`src/hw/rtl/hbbic_pkg.sv`:
```
// Shared constants, codes and types for the hysteresis bang-bang integrator control unit.
// No dependencies; every other file of the block refers to it by scoped names.
package hbbic_pkg;

  // Window buffer geometry.
  localparam int WINDOW_LEN = 1024;
  localparam int IDX_W      = $clog2(WINDOW_LEN);

  // Field widths.
  localparam int RAW_W      = 12;
  localparam int CODE_W     = 16;
  localparam int CODE_SHIFT = 4;
  localparam int RIDX_W     = 11;
  localparam int CNT_W      = 10;
  localparam int THR_W      = 16;
  localparam int CFG_IDX_W  = 2;

  // Stream payload widths.
  localparam int S_TDATA_W  = 24;
  localparam int M_TDATA_W  = 48;

  // Item kinds carried on s_axis_tuser.
  localparam logic FUNC_PROCESS = 1'b0;
  localparam logic FUNC_READ    = 1'b1;

  // Configuration register indexes.
  localparam logic [CFG_IDX_W-1:0] REG_UPPER_THRESHOLD = 2'd0;
  localparam logic [CFG_IDX_W-1:0] REG_LOWER_THRESHOLD = 2'd1;

  // Reset values of the thresholds.
  localparam logic [THR_W-1:0] UPPER_RESET = 16'd58963;
  localparam logic [THR_W-1:0] LOWER_RESET = 16'd2601;

  // Last fill position of the window.
  localparam logic [IDX_W-1:0] LAST_POS = IDX_W'(WINDOW_LEN - 1);

  // Controller state as reported after an item.
  typedef struct packed {
    logic             phase_neg;
    logic [IDX_W-1:0] pos_cnt;
    logic [IDX_W-1:0] neg_cnt;
    logic [IDX_W-1:0] fill;
  } ctrl_state_t;

  // Read lookup outcome handed from the controller to the pipeline.
  typedef struct packed {
    logic in_range;
    logic hit;
  } read_info_t;

endpackage

```
`src/hw/rtl/hbbic_ctrl.sv`:
```
// Hysteresis controller: thresholds, phase, phase counters, fill position and fill tracking.
// Depends on hbbic_pkg; drives the sample memory write port and classifies read items.
module hbbic_ctrl (
  input  logic                             clk,
  input  logic                             rst,
  input  logic                             cfg_we,
  input  logic [hbbic_pkg::CFG_IDX_W-1:0]  cfg_index,
  input  logic [hbbic_pkg::THR_W-1:0]      cfg_data,
  input  logic                             proc_en,
  input  logic                             rd_en,
  input  logic [hbbic_pkg::RAW_W-1:0]      raw,
  input  logic [hbbic_pkg::RIDX_W-1:0]     ridx,
  output logic [hbbic_pkg::IDX_W-1:0]      wr_addr,
  output hbbic_pkg::ctrl_state_t           report,
  output hbbic_pkg::read_info_t            rd_info
);

  logic [hbbic_pkg::THR_W-1:0]  upper;
  logic [hbbic_pkg::THR_W-1:0]  lower;
  hbbic_pkg::ctrl_state_t       state;
  hbbic_pkg::ctrl_state_t       state_next;
  hbbic_pkg::ctrl_state_t       upd;
  logic                         filled;
  logic                         filled_next;
  logic [hbbic_pkg::CODE_W-1:0] code;
  logic                         wrap;

  // Thresholds.
  always_ff @(posedge clk) begin
    if (rst) begin
      upper <= hbbic_pkg::UPPER_RESET;
      lower <= hbbic_pkg::LOWER_RESET;
    end else if (cfg_we) begin
      if (cfg_index == hbbic_pkg::REG_UPPER_THRESHOLD) begin
        upper <= cfg_data;
      end else if (cfg_index == hbbic_pkg::REG_LOWER_THRESHOLD) begin
        lower <= cfg_data;
      end
    end
  end

  assign code = {raw, {hbbic_pkg::CODE_SHIFT{1'b0}}};
  assign wrap = (state.fill == hbbic_pkg::LAST_POS);

  // State after one processed sample.
  always_comb begin
    upd = state;
    if (!state.phase_neg) begin
      upd.pos_cnt = state.pos_cnt + 1'b1;
      if (code >= upper) begin
        upd.phase_neg = 1'b1;
      end
    end else begin
      upd.neg_cnt = state.neg_cnt + 1'b1;
      if (code <= lower) begin
        upd.phase_neg = 1'b0;
      end
    end
    upd.fill = state.fill + 1'b1;
    if (wrap) begin
      upd.fill    = '0;
      upd.pos_cnt = '0;
      upd.neg_cnt = '0;
    end
  end

  always_comb begin
    state_next  = state;
    filled_next = filled;
    if (proc_en) begin
      state_next = upd;
      if (wrap) begin
        filled_next = 1'b1;
      end
    end
  end

  always_ff @(posedge clk) begin
    if (rst) begin
      state  <= '0;
      filled <= 1'b0;
    end else begin
      state  <= state_next;
      filled <= filled_next;
    end
  end

  assign wr_addr = state.fill;
  assign report  = state_next;

  // Entries are written in order from zero, so an entry holds real data once the window
  // has wrapped or when it lies below the fill position; anything else still reads as zero.
  assign rd_info.in_range = ({1'b0, ridx} < (hbbic_pkg::RIDX_W + 1)'(hbbic_pkg::WINDOW_LEN));
  assign rd_info.hit      = rd_info.in_range &&
                            (filled || (ridx[hbbic_pkg::IDX_W-1:0] < state.fill));

  a_fill_step: assert property (@(posedge clk) disable iff (rst)
    proc_en && !wrap |=> state.fill == $past(state.fill) + 1'b1)
    else $error("fill position did not advance by one");

  a_wrap_clear: assert property (@(posedge clk) disable iff (rst)
    proc_en && wrap |=> filled && state.fill == '0 && state.pos_cnt == '0 &&
                        state.neg_cnt == '0)
    else $error("window wrap did not clear the counters");

  a_read_keeps: assert property (@(posedge clk) disable iff (rst)
    rd_en |=> $stable(state) && $stable(filled))
    else $error("read item changed controller state");

endmodule
```
`config.mk`:
```
export PLATFORM = sky130hd
export DESIGN_NAME = hbbic_ctrl
export DESIGN_NICKNAME = d
export VERILOG_FILES = /design/src/hw/rtl/hbbic_pkg.sv /design/src/hw/rtl/hbbic_ctrl.sv
export SDC_FILE = /design/constraint.sdc
export NUM_CORES = 1
export LEC_CHECK = 0
export BUFFER_PORTS_ARGS = -buffer_cell sky130_fd_sc_hd__buf_2
export CAP_MARGIN = 0
export CELL_PAD_IN_SITES_DETAIL_PLACEMENT = 2
export CELL_PAD_IN_SITES_GLOBAL_PLACEMENT = 2
export CORE_MARGIN = 10
export CORE_UTILIZATION = 29
export DETAILED_ROUTE_END_ITERATION = 16
export GPL_TIMING_DRIVEN = 1
export PLACE_DENSITY = 0.79
export SYNTH_ARGS = -nofsm -noshare
export SYNTH_HDL_FRONTEND = slang
export SYNTH_SLANG_ARGS = --single-unit
```
`constraint.sdc`:
```
create_clock -name clk -period 3.1 [get_ports clk]
set_input_delay 0.465 -clock clk [delete_from_list [all_inputs] [get_ports clk]]
set_output_delay 0.465 -clock clk [all_outputs]
set_load 0.05 [all_outputs]
```
==> flow_summary.json, run 1 <==
{
  "core_sq_um": 12000,
  "power.share.switching": 0.273,
  "final.setup.tns_ns": 0,
  "rsz0062_at_grt": "false",
  "timing.fmax_ghz": 0.356,
  "die_w_um": 130,
  "grt_pass1_vias": 3667,
  "maxSlewHeadroom": 0.475,
  "synthTopCellsByArea": "dfxtp_1 (36%), ha_1 (13%), nor2_1 (7.4%)",
  "grt_pass1_wl_mm": 18.4,
  "track_usage": 0.139,
  "clockBufferDepth": 2,
  "routabilityCongestion": 0.754,
  "hold-worst-slack_ns": 0.346,
  "initial_core_util": 0.294,
  "cts_tree": "built",
  "syn_inst": 439,
  "root_buffer": "clkbuf_16",
  "hold_end": "upper[6]",
  "first_pass_iters": 3,
  "die_area_sq_um": 16900,
  "cap_violations": 0,
  "num_vias": 3229,
  "synth_area_per_cell_sq_um": 8.01,
  "p_per_area_nw_per_um2": 496,
  "min_period_over_period": 0.907,
  "critPathArrivalTime_ns": 2.35,
  "synth-simple-area-share": 0.247,
  "p_sw_w": 0.000582,
  "reg2reg_depth": 7,
  "p_seq_frac": 0.404,
  "cts.htree.levels": 3,
  "yosysTopAreaCellShare": 0.365,
  "synthMuxAreaShare": 0.00854,
  "synth_compound_area_frac": 0.104,
  "vdd.ir_drop.worst_mv": 0.265,
  "hold_start": "cfg_data[6]",
  "synth_area_sq_um": 3510,
  "dr.first_iter.drc_count": 62,
  "area_delta_synth_final_pct": 22.4,
  "synth_xor_xnor_area_share": 0.0648,
  "tightest_slew_ns": 0.787,
  "setup_viol": 0,
  "crit_type": "reg -> out",
  "wirelength_mm": 11.3,
  "die_h_um": 130,
  "synth_nets": 521,
  "cpMostUsedCell": "a21o_1",
  "ys_types": 40,
  "worst_path_max_delay_cell": "a2111oi_0",
  "viasPerCell": 4.84,
  "critPathCaptureType": "output pin",
  "drc": 0,
  "r2r_slack_ns": 0.98,
  "cts.clk_slew.worst_paths_ns": 0.05,
  "yosys.area.top_type": "dfxtp_1",
  "cts_resized": 0,
  "reg2reg_from": "wr_addr[5]",
  "ant_nets": 0,
  "final_layout_size_suffix_gt1_frac": 0.213,
  "postCtsHoldBufs": 0,
  "yosysSeqAreaShare": 0.365,
  "synth_top_family_by_area": "simple AND/OR/NAND/NOR gates",
  "port_buffers": 87,
  "ios": 89,
  "clock_sinks": 64,
  "antenna_found_initial": 0,
  "globalRouteOverflowTotal": 0,
  "final_max_slew_viol_count": 0,
  "fin_skew_ns": 0.00569,
  "reg2reg_to": "state[15]",
  "cts_buffers": 9,
  "period_needed_ns": 2.81,
  "hold_viol": 0,
  "final_nets": 597,
  "insertion_delay_ns": 0.34,
  "synthAdderAreaFrac": 0.128,
  "yosysWarnings": 0,
  "required_ns": 2.63,
  "combinationalPowerShare": 0.137,
  "start_kind": "flop",
  "p_clk_frac": 0.459,
  "min_path_type": "in -> reg",
  "crit_path_max_incr_delay_ns": 0.42,
  "crit_fanout": 2,
  "cts_setup_buffers": 0,
  "grt_max_degree": 40,
  "power.leakage_nw": 2.05,
  "status": "finished clean",
  "row_count": 40,
  "power.internal_w": 0.00155,
  "ys_ff_latch": 64,
  "wl_per_cell_um": 17.0,
  "path_cells": "inv_1 > ha_1 > a21o_1 > a21o_1 > a2111oi_0 > o21ai_0 > and3_1 > buf_2",
  "dp_hpwl_mm": 8.91,
  "min_delay_path_depth": 2,
  "diodes": 0
}
==> cell families (layout without fill, tap and decap cells) <==
logic type / count (synthesis) / after routing
simple gates: 189 / 189
flops: 64 / 64
buf+inv: 62 / 143
compound gates: 59 / 59
fa+ha+maj: 36 / 36
xor+xnor: 26 / 26
mux: 3 / 3
==> stage by stage <==
step	total power [W]	std cells	setup WS, ns	utilization	cell area [sq um]
3_3_place_gp	0.00116	651	0.393	0.336	4020
3_5_place_dp	0.00118	651	0.343	0.336	4020
6_report	0.00213	667	0.289	0.360	4300
4_1_cts	0.00217	667	0.237	0.360	4300
2_1_floorplan	0.00107	439	0.528	-	3510
5_1_grt	0.00225	667	0.0190	0.360	4300
==> cell usage after synthesis (all sizes together) <==
library cell,number
o21ai,7
ha,36
clkbuf,8
nand3,5
o2111ai,2
a21o,4
nand2b,1
mux2i,3
or2,1
or3b,1
o21a,1
nor2,69
a211oi,1
and3,11
buf,19
nor3b,1
dfxtp,64
a31oi,2
and3b,1
nand3b,5
xnor2,15
nor3,5
nand2,67
nor4,3
a21oi,30
a211o,10
or4,1
and4b,1
o31ai,1
nand4,7
a2111oi,1
inv,35
xor2,11
and2,1
nor2b,9
==> state kept, by name, summed over array words and instances, names as in the netlist <==
| register | cells |
|---|---|
| filled | 1 |
| upper | 16 |
| wr_addr | 10 |
| lower | 16 |
| state | 21 |
==> routing by layer <==
metal,share of wire,routed length [um],vias up,GRT usage
met1,0.41,4580,1563,0.142
li1,-,-,1592,-
met5,0,0,-,0
met4,0.018,198,0,0.0582
met3,0.052,588,16,0.0438
met2,0.52,5930,58,0.257
==> placed cells by master (no fill, tap or decap), types with 7 or more instances in the layout <==
cell / Yosys / layout
dfxtp_1: 64 / 64
inv_1: 35 / 35
buf_2: 3 / 87
a21oi_1: 30 / 30
nor2_1: 69 / 69
o21ai_0: 7 / 7
xnor2_1: 15 / 15
nor2b_1: 9 / 9
a211o_1: 10 / 10
clkbuf_16: 0 / 9
nand2_1: 67 / 67
ha_1: 36 / 36
xor2_1: 11 / 11
and3_1: 11 / 11
==> how the worst max path moves through the flow <==
stage	startpoint	to
after global placement	raw[9]	report[30]
after CTS	upper[13]	report[30]
after floorplan	proc_en	report[29]
after global routing	upper[13]	report[30]
final	upper[13]	report[30]
after detailed placement	raw[9]	report[30]
==> power by group through the flow <==
stage / sequential [W] / clock [W] / combinational (W)
after floorplan: 0.000876 / 0 / 0.000198
after global placement: 0.000879 / 0 / 0.000279
after detailed placement: 0.000881 / 0 / 0.000296
after CTS: 0.000863 / 0.00101 / 0.000299
after global routing: 0.000867 / 0.00105 / 0.000329
final: 0.000863 / 0.000980 / 0.000292
==> layout make-up <==
type / count / area [sq um]
Fill cell: 1368 / 7660
Multi-Input combinational cell: 313 / 1950
Sequential cell: 64 / 1280
Timing Repair Buffer: 92 / 473
Clock buffer: 13 / 270
Tap cell: 147 / 184
Inverter: 35 / 131
Clock inverter: 3 / 15.0
==> worst max-delay path, delay by kind of cell (launching register included) <==
kind                     cells  cell delay [ns]
flip-flops                   1             0.30
adder cells (fa/ha/maj)      1             0.30
AND/OR/NAND/NOR              1             0.19
AO/OA/AOI/OAI                4             0.95
buffers and inverters        2             0.26
(Power assumes the default switching activity.)
==> run 2: changes to the inputs <==
==> constraint.sdc (replaced) <==
create_clock -name clk -period 3.1 [get_ports clk]
set_input_delay 0.62 -clock clk [delete_from_list [all_inputs] [get_ports clk]]
set_output_delay 0.62 -clock clk [all_outputs]
set_load 0.05 [all_outputs]
==> flow_summary.json, run 2 (same netlist as run 1, synthesis figures left out) <==
{
  "path_buf_inv": 2,
  "power.leakage_nw": 2.06,
  "cts_setup_buffers": 0,
  "final_cell_mix": "buf_2 (87), nor2_1 (69), nand2_1 (67)",
  "power.total_w": 0.00219,
  "num_vias": 3208,
  "dp_hpwl_mm": 9.11,
  "min_path_type": "reg -> reg",
  "hold_viol": 0,
  "clock_sinks": 64,
  "regMostFlops": "state",
  "area_delta_synth_final_pct": 23.6,
  "drc": 0,
  "cts_buffers": 9,
  "min_period_over_period": 0.957,
  "diodes": 0,
  "postCtsHoldBufs": 0,
  "vdd.ir_drop.worst_mv": 0.184,
  "globalRouteOverflowTotal": 0,
  "track_usage": 0.141,
  "setup_viol": 0,
  "critPathCaptureType": "output pin",
  "crit_fanout": 2,
  "tightest_slew_ns": 0.747,
  "insertion_delay_ns": 0.32,
  "cts.clk_slew.worst_paths_ns": 0.05,
  "fin_skew_ns": 0.00488,
  "maxSlewHeadroom": 0.502,
  "ios": 89,
  "rsz0062_at_grt": "false",
  "initial_core_util": 0.294,
  "cts_resized": 1,
  "fillers": 1368,
  "row_count": 40,
  "wl_per_cell_um": 17.0,
  "core_sq_um": 12000,
  "start_kind": "input pin",
  "routabilityCongestion": 0.744,
  "cts_tree": "built",
  "ant_nets": 0,
  "wirelength_mm": 11.4,
  "final_max_slew_viol_count": 0,
  "final_nets": 599,
  "timing.fmax_ghz": 0.337,
  "period_needed_ns": 2.97,
  "layout_commonest_cell": "buf_2",
  "crit_type": "in -> out",
  "clockBufferDepth": 2,
  "first_pass_iters": 4,
  "dr.first_iter.drc_count": 101,
  "root_buffer": "clkbuf_16",
  "viasPerCell": 4.80,
  "die_w_um": 130,
  "final_layout_size_suffix_gt1_frac": 0.220,
  "grt_max_degree": 27,
  "p_per_area_nw_per_um2": 504,
  "die_h_um": 130,
  "grt_pass1_vias": 3694,
  "port_buffers": 87,
  "required_ns": 2.48,
  "largest_register_ffs": 21,
  "hold-worst-slack_ns": 0.459,
  "cap_violations": 0,
  "reg.largest.list": "state x21, lower x16, upper x16",
  "antenna_found_initial": 0,
  "status": "finished clean",
  "path_cells": "buf_2 > ha_1 > a21o_1 > a21o_1 > a2111oi_2 > o21ai_0 > and3_1 > buf_2",
  "cp_top_family": "compound AO/OA/AOI/OAI gates",
  "cts.htree.levels": 3,
  "grt_pass1_wl_mm": 18.8,
  "crit_path_max_incr_delay_ns": 0.37,
  "critPathArrivalTime_ns": 2.35,
  "worst_path_max_delay_cell": "a2111oi_2",
  "die_area_sq_um": 16900
}
==> run 2: changes by cell type in the layout (fill, tap and decap cells not counted) <==
cell,change
clkbuf_1,-1
a2111oi_0,-1
buf_4,+2
a2111oi_2,+1
bufinv_16,+1
clkinv_2,-1
clkinvlp_4,+2
clkbuf_8,-1
==> run 2: layout make-up <==
type	instances	area (sq um)	area share
Multi-Input combinational cell	313	1950	0.449
Sequential cell	64	1280	0.295
Timing Repair Buffer	94	488	0.112
Clock buffer	11	253	0.0582
Tap cell	147	184	0.0423
Inverter	35	131	0.0302
Clock inverter	5	55.1	0.0127
==> run 2: worst paths after layout <==
kind / startpoint / to / slack [ns] / cells past startpoint
worst min-delay path: lower[12] / lower[12] / 0.46 / 2
worst min register to register: lower[12] / lower[12] / 0.46 / 2
worst max register to register: wr_addr[5] / state[19] / 0.95 / 7
worst max-delay path: raw[9] / report[30] / 0.13 / 8
==> run 2: report_power, final <==
part	internal (W)	total [W]	leakage [nW]	switching [W]
sequential	0.000848	0.000864	0.520	0.0000162
clock	0.000663	0.00103	0.148	0.000362
combinational	0.000106	0.000299	1.39	0.000193
==> run 2: metrics by stage <==
stage | instances | setup WS (ns) | area, sq um | setup TNS, ns | util
6_report | 669 | 0.135 | 4340 | 0 | 0.363
5_1_grt | 669 | 0.0175 | 4340 | 0 | 0.363
4_1_cts | 669 | 0.0282 | 4340 | 0 | 0.363
3_5_place_dp | 653 | -0.000167 | 4030 | -0.000167 | 0.337
3_3_place_gp | 653 | 0.0745 | 4030 | 0 | 0.337
2_1_floorplan | 439 | 0.218 | 3510 | 0 | -
==> run 2: worst register-to-register path: cells and delay by family (launching register included) <==
| kind | cells | cell delay (ns) |
|---|---|---|
| DFF | 1 | 0.43 |
| and+or+nand+nor | 5 | 0.97 |
| buffers and inverters | 2 | 0.61 |
==> run 2: layer usage <==
layer  share of wire  GRT usage  routed length [um]
met1            0.40      0.151                4580
met2            0.54      0.267                6180
met3           0.045     0.0312                 513
met4           0.010     0.0390                 116
met5               0          0                   0
==> run 3: changes to the inputs <==
--- a/config.mk
+++ b/config.mk
@@ -14,6 +14,7 @@
 export DETAILED_ROUTE_END_ITERATION = 16
 export GPL_TIMING_DRIVEN = 1
 export PLACE_DENSITY = 0.79
+export RECOVER_POWER = 25
 export SYNTH_ARGS = -nofsm -noshare
 export SYNTH_HDL_FRONTEND = slang
 export SYNTH_SLANG_ARGS = --single-unit
==> flow_summary.json, run 3 (same netlist as run 1, synthesis figures left out) <==
{
  "cts.htree.levels": 3,
  "die_area_sq_um": 16900,
  "grt_pass1_wl_mm": 18.8,
  "row_count": 40,
  "grt_pass1_vias": 3694,
  "clock_sinks": 64,
  "crit_fanout": 2,
  "required_ns": 2.48,
  "cp_top_family": "compound AO/OA/AOI/OAI gates",
  "clockBufferDepth": 2,
  "path_buf_inv": 2,
  "num_vias": 3214,
  "die_w_um": 130,
  "period_needed_ns": 2.96,
  "rsz0062_at_grt": "false",
  "wl_per_cell_um": 17.0,
  "crit_path_max_incr_delay_ns": 0.36,
  "crit_type": "in -> out",
  "setup_viol": 0,
  "insertion_delay_ns": 0.32,
  "routed.top_layer": "met4",
  "p_per_area_nw_per_um2": 506,
  "worst_path_max_delay_cell": "a2111oi_2",
  "regMostFlops": "state",
  "grt_max_degree": 27,
  "tightest_slew_ns": 0.749,
  "final_layout_size_suffix_gt1_frac": 0.211,
  "ant_nets": 0,
  "final_cell_mix": "buf_2 (86), nor2_1 (69), nand2_1 (67)",
  "critPathArrivalTime_ns": 2.34,
  "min_period_over_period": 0.954,
  "final_nets": 599,
  "path_cells": "buf_2 > ha_1 > a21o_1 > a21o_1 > a2111oi_2 > o21ai_0 > and3_1 > buf_2",
  "core_sq_um": 12000,
  "min_path_type": "reg -> reg",
  "diodes": 0,
  "layout_commonest_cell": "buf_2",
  "die_h_um": 130,
  "vdd.ir_drop.worst_mv": 0.184,
  "drc": 0,
  "port_buffers": 87,
  "reg.largest.list": "state x21, lower x16, upper x16",
  "area_delta_synth_final_pct": 23.0,
  "wl_met2_mm": 6.15,
  "globalRouteOverflowTotal": 0,
  "maxSlewHeadroom": 0.500,
  "hold-worst-slack_ns": 0.460,
  "wl_met3_um": 472,
  "start_kind": "input pin",
  "cts.clk_slew.worst_paths_ns": 0.05,
  "dp.cells": 653,
  "initial_core_util": 0.294,
  "status": "finished clean",
  "antenna_found_initial": 0,
  "fin_cells": 669,
  "cts_tree": "built",
  "root_buffer": "clkbuf_16",
  "timing.fmax_ghz": 0.338,
  "viasPerCell": 4.80,
  "cap_violations": 0,
  "dr.first_iter.drc_count": 87,
  "dp_hpwl_mm": 9.11,
  "fin_skew_ns": 0.00477,
  "wl_met1_mm": 4.65,
  "critPathCaptureType": "output pin",
  "cts_buffers": 9,
  "first_pass_iters": 4,
  "track_usage": 0.141,
  "hold_viol": 0,
  "power.leakage_nw": 2.04,
  "routabilityCongestion": 0.744,
  "final_max_slew_viol_count": 0,
  "power.total_w": 0.00219,
  "largest_register_ffs": 21,
  "ios": 89,
  "wirelength_mm": 11.4,
  "cts_setup_buffers": 0
}
run 3: tightest hold or removal path, delay by kind of cell (launching register included):
family,cells,cell delay (ns)
and+or+nand+nor,1,0.05
DFF,1,0.31
AOI/OAI and AO/OA,1,0.05
run 3: repair_timing:
item                       in CTS  in global routing
hold buffers                    0                  0
setup endpoints to repair       1                  1
gates resized for setup         1                  1
run 3: metrics by stage:
step	TNS [ns]	instance area, sq um	setup slack, ns	util
6_report	0	4320	0.143	0.362
5_1_grt	0	4320	0.0175	0.362
4_1_cts	0	4340	0.0282	0.363
3_5_place_dp	-0.000167	4030	-0.000167	0.337
3_3_place_gp	0	4030	0.0745	0.337
2_1_floorplan	0	3510	0.218	-
run 3: cell type report:
type	count	area, sq um
Fill cell	1373	7640
Tap cell	147	184
Sequential cell	64	1280
Inverter	35	131
Timing Repair Buffer	94	479
Clock buffer	11	253
Clock inverter	5	55.1
Multi-Input combinational cell	313	1940
run 3: routing by layer:
| metal | global-route usage | vias to the layer above |
|---|---|---|
| met1 | 0.151 | 1552 |
| met5 | 0 | - |
| met4 | 0.0390 | 0 |
| li1 | - | 1596 |
| met3 | 0.0312 | 9 |
| met2 | 0.267 | 57 |
run 3: report_power, final:
group | switching (W) | internal [W]
Clock | 0.000363 | 0.000663
Sequential | 0.0000161 | 0.000848
Combinational | 0.000193 | 0.000105
Total | 0.000572 | 0.00162
run 3: worst paths after layout:
kind              startpoint    endpoint  slack [ns]  cells after the start
setup / recovery      raw[9]  report[30]        0.14                      8
hold / removal     lower[12]   lower[12]        0.46                      2
hold reg to reg    lower[12]   lower[12]        0.46                      2
setup reg to reg  wr_addr[5]   state[19]        0.90                      7
